**src/rtl/dsth_pkg.sv**
```systemverilog
// shared types and constants for the dual sample and track-and-hold block
`timescale 1ns / 1ps
package dsth_pkg;

  localparam int unsigned CFG_DATA_W = 32;
  localparam int unsigned CFG_IDX_W  = 3;
  localparam int unsigned MODE_W     = 2;
  localparam int unsigned TRIG_W     = 16;

  typedef enum logic [MODE_W-1:0] {
    MODE_SAMPLE_HOLD = 2'd0,
    MODE_TRACK_HOLD  = 2'd1,
    MODE_HOLD_TRACK  = 2'd2
  } mode_e;

  typedef enum logic [CFG_IDX_W-1:0] {
    CFG_MODE_A       = 3'd0,
    CFG_MODE_B       = 3'd1,
    CFG_PHASE_STEP_A = 3'd2,
    CFG_PHASE_STEP_B = 3'd3,
    CFG_DUTY_POINT_A = 3'd4,
    CFG_DUTY_POINT_B = 3'd5,
    CFG_TRIG_LOW     = 3'd6,
    CFG_TRIG_HIGH    = 3'd7
  } cfg_idx_e;

  typedef struct packed {
    mode_e                 mode;
    logic [CFG_DATA_W-1:0] phase_step;
    logic [CFG_DATA_W-1:0] duty_point;
  } sect_cfg_t;

  localparam logic [CFG_DATA_W-1:0] PHASE_STEP_RST = 32'd194783;
  localparam logic [CFG_DATA_W-1:0] DUTY_POINT_RST = 32'h8000_0000;
  localparam logic [TRIG_W-1:0]     TRIG_LOW_RST   = 16'd512;
  localparam logic [TRIG_W-1:0]     TRIG_HIGH_RST  = 16'd2048;

endpackage

```
**src/rtl/dsth_lane.sv**
```systemverilog
// one sample lane: held value register loaded on a section update
`timescale 1ns / 1ps
module dsth_lane
  import dsth_pkg::*;
#(
  parameter int unsigned VOLT_WIDTH = 16
) (
  input  logic                  clk_i,
  input  logic                  rst_ni,
  input  logic                  load_i,
  input  logic [VOLT_WIDTH-1:0] sample_i,
  output logic [VOLT_WIDTH-1:0] held_o
);

  logic [VOLT_WIDTH-1:0] held_q, held_d;

  assign held_d = load_i ? sample_i : held_q;

  always_ff @(posedge clk_i or negedge rst_ni) begin
    if (!rst_ni) begin
      held_q <= '0;
    end else begin
      held_q <= held_d;
    end
  end

  assign held_o = held_q;

endmodule

```
**src/rtl/dsth_sect.sv**
```systemverilog
// per-section update decision: schmitt clock qualifier and phase accumulator lfo
`timescale 1ns / 1ps
module dsth_sect
  import dsth_pkg::*;
#(
  parameter int unsigned VOLT_WIDTH  = 16,
  parameter int unsigned PHASE_WIDTH = 32
) (
  input  logic                         clk_i,
  input  logic                         rst_ni,
  input  logic                         fire_i,
  input  sect_cfg_t                    cfg_i,
  input  logic                         use_clock_i,
  input  logic signed [VOLT_WIDTH-1:0] clock_i,
  input  logic signed [VOLT_WIDTH-1:0] trig_low_i,
  input  logic signed [VOLT_WIDTH-1:0] trig_high_i,
  output logic                         upd_o
);

  logic [PHASE_WIDTH-1:0] phase_q, phase_d;
  logic                   schmitt_q, schmitt_d;
  logic [PHASE_WIDTH-1:0] step_w, duty_w, phase_nx;
  logic [PHASE_WIDTH:0]   sum;
  logic                   wrapped, clk_ge_hi, clk_le_lo;

  if (PHASE_WIDTH > CFG_DATA_W) begin : g_wide
    assign step_w = {{(PHASE_WIDTH-CFG_DATA_W){1'b0}}, cfg_i.phase_step};
    assign duty_w = {{(PHASE_WIDTH-CFG_DATA_W){1'b0}}, cfg_i.duty_point};
  end else begin : g_narrow
    assign step_w = cfg_i.phase_step[PHASE_WIDTH-1:0];
    assign duty_w = cfg_i.duty_point[PHASE_WIDTH-1:0];
  end

  assign sum       = {1'b0, phase_q} + {1'b0, step_w};
  assign wrapped   = sum[PHASE_WIDTH];
  assign phase_nx  = sum[PHASE_WIDTH-1:0];
  assign clk_ge_hi = clock_i >= trig_high_i;
  assign clk_le_lo = clock_i <= trig_low_i;

  always_comb begin
    case (cfg_i.mode)
      MODE_SAMPLE_HOLD: upd_o = use_clock_i ? (!schmitt_q && clk_ge_hi) : wrapped;
      MODE_TRACK_HOLD:  upd_o = use_clock_i ? clk_ge_hi : (phase_nx < duty_w);
      default:          upd_o = use_clock_i ? !clk_ge_hi : (phase_nx >= duty_w);
    endcase
  end

  always_comb begin
    schmitt_d = schmitt_q;
    phase_d   = phase_q;
    if (fire_i) begin
      if (use_clock_i) begin
        if (cfg_i.mode == MODE_SAMPLE_HOLD) begin
          if (schmitt_q && clk_le_lo) begin
            schmitt_d = 1'b0;
          end else if (!schmitt_q && clk_ge_hi) begin
            schmitt_d = 1'b1;
          end
        end
      end else begin
        phase_d = phase_nx;
      end
    end
  end

  always_ff @(posedge clk_i or negedge rst_ni) begin
    if (!rst_ni) begin
      phase_q   <= '0;
      schmitt_q <= 1'b1;
    end else begin
      phase_q   <= phase_d;
      schmitt_q <= schmitt_d;
    end
  end

`ifndef NO_ASSERTIONS
  a_lfo_idle_on_clock: assert property (@(posedge clk_i) disable iff (!rst_ni)
    fire_i && use_clock_i |=> $stable(phase_q))
    else $error("lfo phase moved while a clock drives the section");

  a_no_state_change_idle: assert property (@(posedge clk_i) disable iff (!rst_ni)
    !fire_i |=> $stable(phase_q) && $stable(schmitt_q))
    else $error("section state changed without a beat");

  a_schmitt_rise: assert property (@(posedge clk_i) disable iff (!rst_ni)
    fire_i && use_clock_i && cfg_i.mode == MODE_SAMPLE_HOLD && upd_o |=> schmitt_q)
    else $error("schmitt update without rising to high");
`endif

endmodule

```
**src/rtl/dual_sample_track_hold.sv**
```systemverilog
// top level: config registers, section decision lanes, held lanes and output stage
//
// two sections (a and b) of LANES_PER_SECTION sample lanes each
// input stream: one beat is one sample tick carrying both clock voltages,
// both clock-present flags and every lane sample
// output stream: one beat per input beat with all held values and the
// per-section update flags
// each section updates from its clock (schmitt edge, or level against
// trigger_high) or, with no clock present, from its own phase lfo; section b
// falls back to clock a when clock b is absent
// the output beat is registered and is presented in the cycle after its input beat is accepted
// throughput: 1 beat per cycle while the receiver keeps taking output beats, set by the single output register stage
// s_axis_tready is high while the output register is empty or being drained
// a stalled receiver holds the output beat and blocks new input beats
// reset clears the held values and lfo phases, sets schmitt state high and
// loads the register defaults; no clearing pass is needed
// config writes (cfg_we_i) take effect at once and are meant for idle time
`timescale 1ns / 1ps
module dual_sample_track_hold
  import dsth_pkg::*;
#(
  parameter int unsigned LANES_PER_SECTION = 4,
  parameter int unsigned VOLT_WIDTH        = 16,
  parameter int unsigned PHASE_WIDTH       = 32,
  localparam int unsigned N_LANES   = 2 * LANES_PER_SECTION,
  localparam int unsigned IN_W      = 2 * VOLT_WIDTH + 2 + N_LANES * VOLT_WIDTH,
  localparam int unsigned IN_DATA_W = ((IN_W + 7) / 8) * 8,
  localparam int unsigned OUT_W     = N_LANES * VOLT_WIDTH + 2,
  localparam int unsigned OUT_DATA_W = ((OUT_W + 7) / 8) * 8
) (
  input  logic                  clk_i,
  input  logic                  rst_ni,
  input  logic                  s_axis_tvalid,
  output logic                  s_axis_tready,
  // clock_a, clock_b, clock_a_present, clock_b_present, sample_a1.., sample_b1..
  input  logic [IN_DATA_W-1:0]  s_axis_tdata,
  output logic                  m_axis_tvalid,
  input  logic                  m_axis_tready,
  // held_a1.., held_b1.., updated_a, updated_b
  output logic [OUT_DATA_W-1:0] m_axis_tdata,
  input  logic                  cfg_we_i,
  input  logic [CFG_IDX_W-1:0]  cfg_idx_i,
  input  logic [CFG_DATA_W-1:0] cfg_data_i
);

  localparam int unsigned PRES_A_BIT = 2 * VOLT_WIDTH;
  localparam int unsigned PRES_B_BIT = 2 * VOLT_WIDTH + 1;
  localparam int unsigned SMP_LSB    = 2 * VOLT_WIDTH + 2;
  localparam int unsigned UPD_LSB    = N_LANES * VOLT_WIDTH;

  sect_cfg_t         cfg_a_q, cfg_b_q;
  logic [TRIG_W-1:0] trig_low_q, trig_high_q;
  logic signed [VOLT_WIDTH-1:0] trig_low_v, trig_high_v;

  logic        fire;
  logic        out_valid_q, out_valid_d;
  logic [1:0]  upd_q, upd;
  logic        pres_a, pres_b, use_clock_b;
  logic signed [VOLT_WIDTH-1:0] clock_a, clock_b, clock_b_sel;
  logic [N_LANES*VOLT_WIDTH-1:0] held_flat;

  always_ff @(posedge clk_i or negedge rst_ni) begin
    if (!rst_ni) begin
      cfg_a_q     <= '{mode: MODE_SAMPLE_HOLD, phase_step: PHASE_STEP_RST,
                       duty_point: DUTY_POINT_RST};
      cfg_b_q     <= '{mode: MODE_SAMPLE_HOLD, phase_step: PHASE_STEP_RST,
                       duty_point: DUTY_POINT_RST};
      trig_low_q  <= TRIG_LOW_RST;
      trig_high_q <= TRIG_HIGH_RST;
    end else if (cfg_we_i) begin
      case (cfg_idx_e'(cfg_idx_i))
        CFG_MODE_A:       cfg_a_q.mode       <= mode_e'(cfg_data_i[MODE_W-1:0]);
        CFG_MODE_B:       cfg_b_q.mode       <= mode_e'(cfg_data_i[MODE_W-1:0]);
        CFG_PHASE_STEP_A: cfg_a_q.phase_step <= cfg_data_i;
        CFG_PHASE_STEP_B: cfg_b_q.phase_step <= cfg_data_i;
        CFG_DUTY_POINT_A: cfg_a_q.duty_point <= cfg_data_i;
        CFG_DUTY_POINT_B: cfg_b_q.duty_point <= cfg_data_i;
        CFG_TRIG_LOW:     trig_low_q         <= cfg_data_i[TRIG_W-1:0];
        CFG_TRIG_HIGH:    trig_high_q        <= cfg_data_i[TRIG_W-1:0];
        default: ;
      endcase
    end
  end

  // thresholds seen at the voltage width
  if (VOLT_WIDTH > TRIG_W) begin : g_trig_wide
    assign trig_low_v  = $signed({{(VOLT_WIDTH-TRIG_W){1'b0}}, trig_low_q});
    assign trig_high_v = $signed({{(VOLT_WIDTH-TRIG_W){1'b0}}, trig_high_q});
  end else begin : g_trig_narrow
    assign trig_low_v  = $signed(trig_low_q[VOLT_WIDTH-1:0]);
    assign trig_high_v = $signed(trig_high_q[VOLT_WIDTH-1:0]);
  end

  assign s_axis_tready = !out_valid_q || m_axis_tready;
  assign fire          = s_axis_tvalid && s_axis_tready;

  assign clock_a     = $signed(s_axis_tdata[0 +: VOLT_WIDTH]);
  assign clock_b     = $signed(s_axis_tdata[VOLT_WIDTH +: VOLT_WIDTH]);
  assign pres_a      = s_axis_tdata[PRES_A_BIT];
  assign pres_b      = s_axis_tdata[PRES_B_BIT];
  assign use_clock_b = pres_a || pres_b;
  assign clock_b_sel = pres_b ? clock_b : clock_a;

  dsth_sect #(
    .VOLT_WIDTH (VOLT_WIDTH),
    .PHASE_WIDTH(PHASE_WIDTH)
  ) u_sect_a (
    .clk_i      (clk_i),
    .rst_ni     (rst_ni),
    .fire_i     (fire),
    .cfg_i      (cfg_a_q),
    .use_clock_i(pres_a),
    .clock_i    (clock_a),
    .trig_low_i (trig_low_v),
    .trig_high_i(trig_high_v),
    .upd_o      (upd[0])
  );

  dsth_sect #(
    .VOLT_WIDTH (VOLT_WIDTH),
    .PHASE_WIDTH(PHASE_WIDTH)
  ) u_sect_b (
    .clk_i      (clk_i),
    .rst_ni     (rst_ni),
    .fire_i     (fire),
    .cfg_i      (cfg_b_q),
    .use_clock_i(use_clock_b),
    .clock_i    (clock_b_sel),
    .trig_low_i (trig_low_v),
    .trig_high_i(trig_high_v),
    .upd_o      (upd[1])
  );

  for (genvar k = 0; k < N_LANES; k++) begin : g_lane
    dsth_lane #(
      .VOLT_WIDTH(VOLT_WIDTH)
    ) u_lane (
      .clk_i   (clk_i),
      .rst_ni  (rst_ni),
      .load_i  (fire && upd[k >= LANES_PER_SECTION]),
      .sample_i(s_axis_tdata[SMP_LSB + k*VOLT_WIDTH +: VOLT_WIDTH]),
      .held_o  (held_flat[k*VOLT_WIDTH +: VOLT_WIDTH])
    );
  end

  always_comb begin
    out_valid_d = out_valid_q;
    if (fire) begin
      out_valid_d = 1'b1;
    end else if (m_axis_tready) begin
      out_valid_d = 1'b0;
    end
  end

  always_ff @(posedge clk_i or negedge rst_ni) begin
    if (!rst_ni) begin
      out_valid_q <= 1'b0;
    end else begin
      out_valid_q <= out_valid_d;
    end
  end

  always_ff @(posedge clk_i or negedge rst_ni) begin
    if (!rst_ni) begin
      upd_q <= '0;
    end else if (fire) begin
      upd_q <= upd;
    end
  end

  // merge the lanes and the section flags into one beat
  always_comb begin
    m_axis_tdata                 = '0;
    m_axis_tdata[0 +: UPD_LSB]   = held_flat;
    m_axis_tdata[UPD_LSB +: 2]   = upd_q;
  end

  assign m_axis_tvalid = out_valid_q;

`ifndef NO_ASSERTIONS
  a_beat_gives_result: assert property (@(posedge clk_i) disable iff (!rst_ni)
    fire |=> m_axis_tvalid)
    else $error("accepted beat produced no output beat");

  a_held_only_on_beat: assert property (@(posedge clk_i) disable iff (!rst_ni)
    !fire |=> $stable(held_flat))
    else $error("held values changed without an input beat");

  a_flags_only_on_beat: assert property (@(posedge clk_i) disable iff (!rst_ni)
    m_axis_tvalid && !fire |=> $stable(upd_q))
    else $error("update flags changed under a pending output beat");
`endif

endmodule

```
**config.mk**
```make
export PLATFORM = sky130hd
export DESIGN_NAME = dual_sample_track_hold
export DESIGN_NICKNAME = d
export VERILOG_FILES = /design/src/rtl/dsth_pkg.sv /design/src/rtl/dsth_lane.sv /design/src/rtl/dsth_sect.sv /design/src/rtl/dual_sample_track_hold.sv
export SDC_FILE = /design/constraint.sdc
export NUM_CORES = 1
export LEC_CHECK = 0
export BUFFER_PORTS_ARGS = -buffer_cell sky130_fd_sc_hd__clkbuf_2
export CORE_MARGIN = 5
export CORE_UTILIZATION = 55
export CTS_BUF_LIST = sky130_fd_sc_hd__clkbuf_16
export DETAILED_ROUTE_END_ITERATION = 6
export PLACE_DENSITY = 0.78
export SLEW_MARGIN = 20
export SYNTH_ARGS = -nofsm -noshare
export SYNTH_HDL_FRONTEND = slang
export SYNTH_SLANG_ARGS = --single-unit
```
**constraint.sdc**
```tcl
create_clock -name clk_i -period 5.83 [get_ports clk_i]
set_input_delay 0.8745 -clock clk_i [delete_from_list [all_inputs] [get_ports clk_i]]
set_output_delay 0.8745 -clock clk_i [all_outputs]
set_load 0.01 [all_outputs]
```
### Word-level counts from Yosys, hierarchy flattened

Cells that the tools add are included.

| word-level totals | value |
|---|---|
| bits in latches | 0 |
| bits in read-only memories | 0 |
| RAM bits | 0 |
| memories kept | 0 |
| register bits after elaboration | 361 |
| output and inout port bits | 138 |

| operators by class | value |
|---|---|
| bitwise gates (word level) | 2 |
| reductions and logical operators | 32 |
| shifts and indexed selects | 0 |
| equality and inequality tests | 9 |
| multiply operators | 0 |
| div/mod/pow operators | 0 |
| $add $sub $neg | 2 |
| $lt $le $gt $ge | 8 |
| muxes and demuxes | 15 |

Operators by type and width:

| operator | count |
|---|---|
| adder 32 x 32 -> 33 bit | 2 |
| >= comparator 32 bit | 2 |
| < comparator 32 bit | 2 |
| >= comparator 16 bit | 2 |
| <= comparator 16 bit | 2 |
| AND reduction 2 bit | 10 |
| 2-to-1 mux 16 bit | 1 |
| == test 3 bit, second input constant | 4 |
| 2-to-1 mux 1 bit | 12 |
| AND reduction 4 bit | 2 |
| logical AND 1 bit | 7 |
| == test 3 x 2 -> 1 bit, second input constant | 2 |
| nonzero test 2 bit | 3 |
| zero test 1 bit | 5 |
| == test 2 x 1 -> 1 bit, second input constant | 2 |
| zero test 2 bit | 2 |
| case mux 1 bit (2 select lines) | 2 |
| == test 3 x 1 -> 1 bit, second input constant | 1 |
| zero test 3 bit | 1 |
| logical OR 1 bit | 2 |
| inverter 1 bit | 2 |

### Longest topological paths before layout

| logic depth | value |
|---|---|
| word-level depth | 6 |
| depth in mapped cells | 23 |
| gate-level depth less buffers | 21 |

### By module

Synthesis repeated with hierarchy kept, for this count alone.

| unflattened totals | value |
|---|---|
| cell total of the unflattened synthesis | 1763 |
| area, all modules | 20985.1 sq um |

Modules (own cells, without submodules):

| module | cells an instance | area an instance (sq um) | instances |
|---|---|---|---|
| dual_sample_track_hold | 393 | 6581.3 | 1 |
| dsth_lane | 34 | 649.4 | 8 |
| dsth_sect (u_sect_a) | 555 | 4605.7 | 1 |
| dsth_sect (u_sect_b) | 543 | 4603.2 | 1 |

### Worst setup path after synthesis

OpenSTA, ideal clock, no wires.

| timing path | value |
|---|---|
| path type | flip-flop to flip-flop |
| start | reg cfg_b_q[40] (netlist bit) |
| end | reg g_lane[4].u_lane.held_q[0] |
| setup slack | 1.067 ns |
| required time | 5.705 ns |
| period minus slack after synthesis | 4.763 ns |
| arrival | 4.638 ns |
| stages on the path, launching flop included | 22 |
| setup time | 0.125 ns |
| cell sequence | dfrtp_1 -> ha_1 -> a21o_1 -> or3b_1 -> o21ai_0 -> nor3b_1 -> o31a_1 -> nor3_1 -> o21bai_1 -> a21oi_1 -> xnor2_1 -> ha_1 -> nand4_1 -> or4_1 -> nor2_1 -> o311a_1 -> o32ai_1 -> a21boi_0 -> o32a_1 -> buf_6 -> buf_6 -> mux2_4 |

| on the way | value |
|---|---|
| longest elaborated chain between the ends | 5 |
| elaborated cells between the ends (all ways) | 8 |

Ends and longest elaborated chain:

| what | line | source |
|---|---|---|
| from (decl) | dual_sample_track_hold.sv:51 | `sect_cfg_t cfg_a_q, cfg_b_q;` |
| from (signal assigned) | dual_sample_track_hold.sv:66 | `cfg_b_q <= '{mode: MODE_SAMPLE_HOLD, phase_step: PHASE_STEP_RST,` |
| adder 32 x 32 -> 33 bit (*) | dsth_sect.sv:34 | `assign sum = {1'b0, phase_q} + {1'b0, step_w};` |
| net u_sect_b.sum[17] | dsth_sect.sv:23 | `logic [PHASE_WIDTH:0] sum;` |
| >= comparator 32 bit or < comparator 32 bit (tied branches) | dsth_sect.sv:44, dsth_sect.sv:43 |  |
| 2-to-1 mux 1 bit (on tied branches) | dsth_sect.sv:44, dsth_sect.sv:43 |  |
| case mux 1 bit (2 select lines) (*) | dsth_sect.sv:41 | `case (cfg_i.mode)` |
| logical AND 1 bit (*) | dual_sample_track_hold.sv:140 | `.load_i (fire && upd[k >= LANES_PER_SECTION]),` |
| to (signal assigned) | dsth_lane.sv:23 | `held_q <= held_d;` |
| to (decl) | dsth_lane.sv:15 | `logic [VOLT_WIDTH-1:0] held_q, held_d;` |

Mark *: on every way through the listed nets, which the timed path passes. The rest lies on a longest branch.
A chain may end at the register's enable or synchronous reset.

### Worst setup path after layout

| timing path | value |
|---|---|
| start | reg cfg_b_q[40] (netlist bit) |
| end | reg g_lane[5].u_lane.held_q[5] |

| on the way | value |
|---|---|
| longest elaborated chain between the ends | 5 |
| elaborated cells between the ends (all ways) | 8 |

Ends and longest elaborated chain:

| what | line |
|---|---|
| adder 32 x 32 -> 33 bit (*) | dsth_sect.sv:34 |
| net u_sect_b.sum[29] | dsth_sect.sv:23 |
| >= comparator 32 bit or < comparator 32 bit (tied branches) | dsth_sect.sv:44, dsth_sect.sv:43 |
| 2-to-1 mux 1 bit (on tied branches) | dsth_sect.sv:44, dsth_sect.sv:43 |
| case mux 1 bit (2 select lines) (*) | dsth_sect.sv:41 |
| logical AND 1 bit (*) | dual_sample_track_hold.sv:140 |
| to (signal assigned) | dsth_lane.sv:23 |
| to (decl) | dsth_lane.sv:15 |

Marked as above.

==> results.md <==
- Status: complete, but fails checks
- Violated checks: DRC
- Register bit total from synthesis: around 360
- Max Slew Vio Count: 0
- GRT overflow: 0
- Routed wire length: between 50000 and 60000 µm
- Initial antenna violation count: 2
- Main synth FF type: dfrtp_1
- CTS Buffer Depth: 3
- Startpoint types: register
- Synth cell types: between 70 and 80
- Clk_lat worst skew: approximately 0.54 ns
- Worst hold slack: 0.3795 ns
- Vias in the first global route: about 16000
- WL/cell: 19.36 µm
- Largest cells by area after synthesis: dfrtp_1 40%, ha_1 12%, mux2_2 11%
- Fillers: 2903
- Die width: slightly above 200 µm
- GPL Wtd Cong: a little over 0.9
- Final Power: between 10 and 15 mW
- Net count, final: about 2600
- Pre-Repair DR Iteration Count: 7
- Most frequent cell after synthesis: dfrtp_1
- Worst Hold Class: input pin to async pin
- Crit-path max FO: 24
- Setup total negative slack: 0 ns
- HPWL after DPL: 38320 µm
- CTS Root Cell: clkbuf_16
- Largest net degree at the start of global routing: between 100 and 150
- Post-layout util: between 60 and 70%
- FP Rows: 71
- Setup Crit Path Kind: register to register
- Share of the clock period used by the worst path: between 90% and 100%
- Worst-Margin Slew: approximately 1.1 ns
- Clk slew on worst S/H paths: approximately 0.060 ns
- Peak VDD IR: between 0.2 and 0.3 mV
- Critical Path AT: between 5 and 6 ns
- Die area: a little over 0.04 mm²
- DR vias/cell: 5.672
- Top-area cell type share of the netlist area: between 30% and 40%
- I/O Pins: ~350
- MaxCap Viol Count: 0
- RSZ-0062 raised after global routing: false
- Slew Limit Headroom: 28.73%
- Initial Utilization: 55.25%
- # setup viols final: 0
- Gr usage total: 24.84%
- Placed Instance Area: approximately 0.023 mm²
- Placed Instances: 2622
- Clock Sinks: 361
- Post-synth top area cell: dfrtp_1
- DR iter-0 viols: between 1000 and 1500
- Crit end category: register
- Pwr/cell area: roughly 550 mW/mm²
- Most common library cells after synthesis: 329 x dfrtp_1, 209 x nand2_1, 196 x mux2_2
- Port Buffers: 333
- Minimum clock period: roughly 5.5 ns
- Die height: a little over 200 µm
- Fmax: roughly 180 MHz
- Lkg Pwr: between 10 and 15 nW
- Design area: roughly 0.024 mm²
- CTS H-tree depth: 2
- CTS Buf Count: 40
- Antenna Violating Nets Remaining: 0
- Syn-to-layout area delta: 17.26%
- Final Hold Fails: 0
- Post-CTS setup buffer count: 0
- Share of layout cells above drive strength 1: between 30% and 40%
- Syn Inst Count: roughly 1900
- Sequential area share after synthesis: 44.02%
- Final Non-Filler Cells: between 2000 and 3000
- CTS tree: built
- Cts hold-fix bufs: 0
- Vias: roughly 15000
- Mapped Area: a little over 0.02 mm²
- Synth warn: 0
- First-pass GRT wire length: 83480 µm
- Core area: approximately 0.037 mm²
- Final Skew: approximately 0.013 ns
- Worst setup margin: 0.3277 ns
- Number of synthesized flops with an enable pin: 0
- Async SR Flop Fraction: between 90% and 100%
- Placement Setup Slack: around 0.24 ns
- Drt drc: 3
- Avg Synthesized Cell Area: around 11 µm²
- CP required: about 6.3 ns
layer usage:
layer  track usage, %  share of wire (%)  wire length (µm)
met2            41.24                 48             25140
met3            4.039                5.2              2724
met1            33.78                 44             22740
met4            7.685                3.0              1576
met5                0                  0                 0
power by group:
group | total, mW | internal [mW] | switching [mW]
logic | 6.74 | 3.15 | 3.58
registers | 4.04 | 3.48 | 0.561
clock network | 2.58 | 1.54 | 1.04
total | 13.4 | 8.17 | 5.18
placed cells by master (no fill, tap or decap), types with 5 or more instances in the layout:
master     count
buf_4         17
o21a_1        15
clkbuf_2     332
clkbuf_16     41
nor2_1        60
bufinv_16      6
ha_1         192
a31oi_1        7
nor3_1        19
inv_1        127
conb_1         6
nand2b_1      13
xnor2_1       39
nand3_1       20
dfstp_2       32
mux2_4        98
dfrtp_1      329
xor2_1        11
o211ai_1      11
nor4_1         7
buf_12         7
clkinv_1       5
a21oi_1      100
a21o_1        40
nor2b_1       20
nor3b_1        5
a2111oi_0      6
o21ai_0       93
clkinv_2       7
nand4_1       35
nand2_1      209
mux2_2       196
a211oi_1      14
kinds of logic (layout without fill, tap and decap cells):
group                      count (synthesis)  count (layout)  share of synthesized area [%]
xor gates and xnor gates                  50              50                          2.124
muxes                                    296             296                          17.94
DFF                                      361             361                          44.02
other                                      1               8                        0.01819
adders and majority gates                194             194                          11.85
and+or+nand+nor                          418             418                          9.365
buffers and inverters                    191             548                          4.048
AOI/OAI and AO/OA                        346             346                          10.64
worst max-delay path, stage by stage, from the launching register on:
cell and delay, ns:
dfrtp_1 0.39, ha_1 0.38, a21o_1 0.21, or3b_1 0.41, o21ai_0 0.33, nor3_1 0.16
o21ai_2 0.27, o21ai_0 0.19, o221ai_1 0.26, xnor2_1 0.20, ha_1 0.30, a21o_1 0.18
a21o_1 0.18, a211oi_2 0.27, o21ai_0 0.14, o32ai_1 0.34, a21boi_0 0.23, o32a_2 0.32
buf_12 0.25, mux2_2 0.36
flip-flops by register name, summed over array words and instances (netlist names):
signal and count:
cfg_a_q 66, cfg_b_q 66, u_sect_a.phase_q 32, trig_low_q 16, trig_high_q 16, m_axis_tvalid 1, u_sect_b.schmitt_q 1, u_sect_a.schmitt_q 1
g_lane.u_lane.held_o 128, upd_q 2, u_sect_b.phase_q 32
layout make-up:
| type | instances | area (µm²) | share of cell area [%] |
|---|---|---|---|
| Antenna cell | 2 | 5.005 | 0.02071 |
| Multi-Input combinational cell | 1310 | 10780 | 44.58 |
| Sequential cell | 361 | 9074 | 37.54 |
| Clock inverter | 30 | 302.8 | 1.253 |
| Timing Repair Buffer | 357 | 1944 | 8.044 |
| Tap cell | 474 | 593.1 | 2.454 |
| Inverter | 120 | 450.4 | 1.863 |
| Clock buffer | 41 | 1026 | 4.245 |
worst paths after layout:
path,from,to,slack [ns],depth (start not counted)
setup / recovery,cfg_b_q[40],g_lane[5].u_lane.held_o[5],0.33,19
hold / removal,rst_ni,cfg_a_q[5],0.38,1
setup reg to reg,cfg_b_q[40],g_lane[5].u_lane.held_o[5],0.33,19
hold reg to reg,u_sect_a.phase_q[22],u_sect_a.phase_q[22],0.47,2
max in group asynchronous,rst_ni,g_lane[4].u_lane.held_o[15],4.16,2
min in group clk_i,u_sect_a.phase_q[22],u_sect_a.phase_q[22],0.47,2
repair_timing:
action                                  CTS  global route
endpoints found under the hold margin     0             0
endpoints found under the setup margin    0           121
resized for setup                         0             4
(Power assumes the default switching activity.)
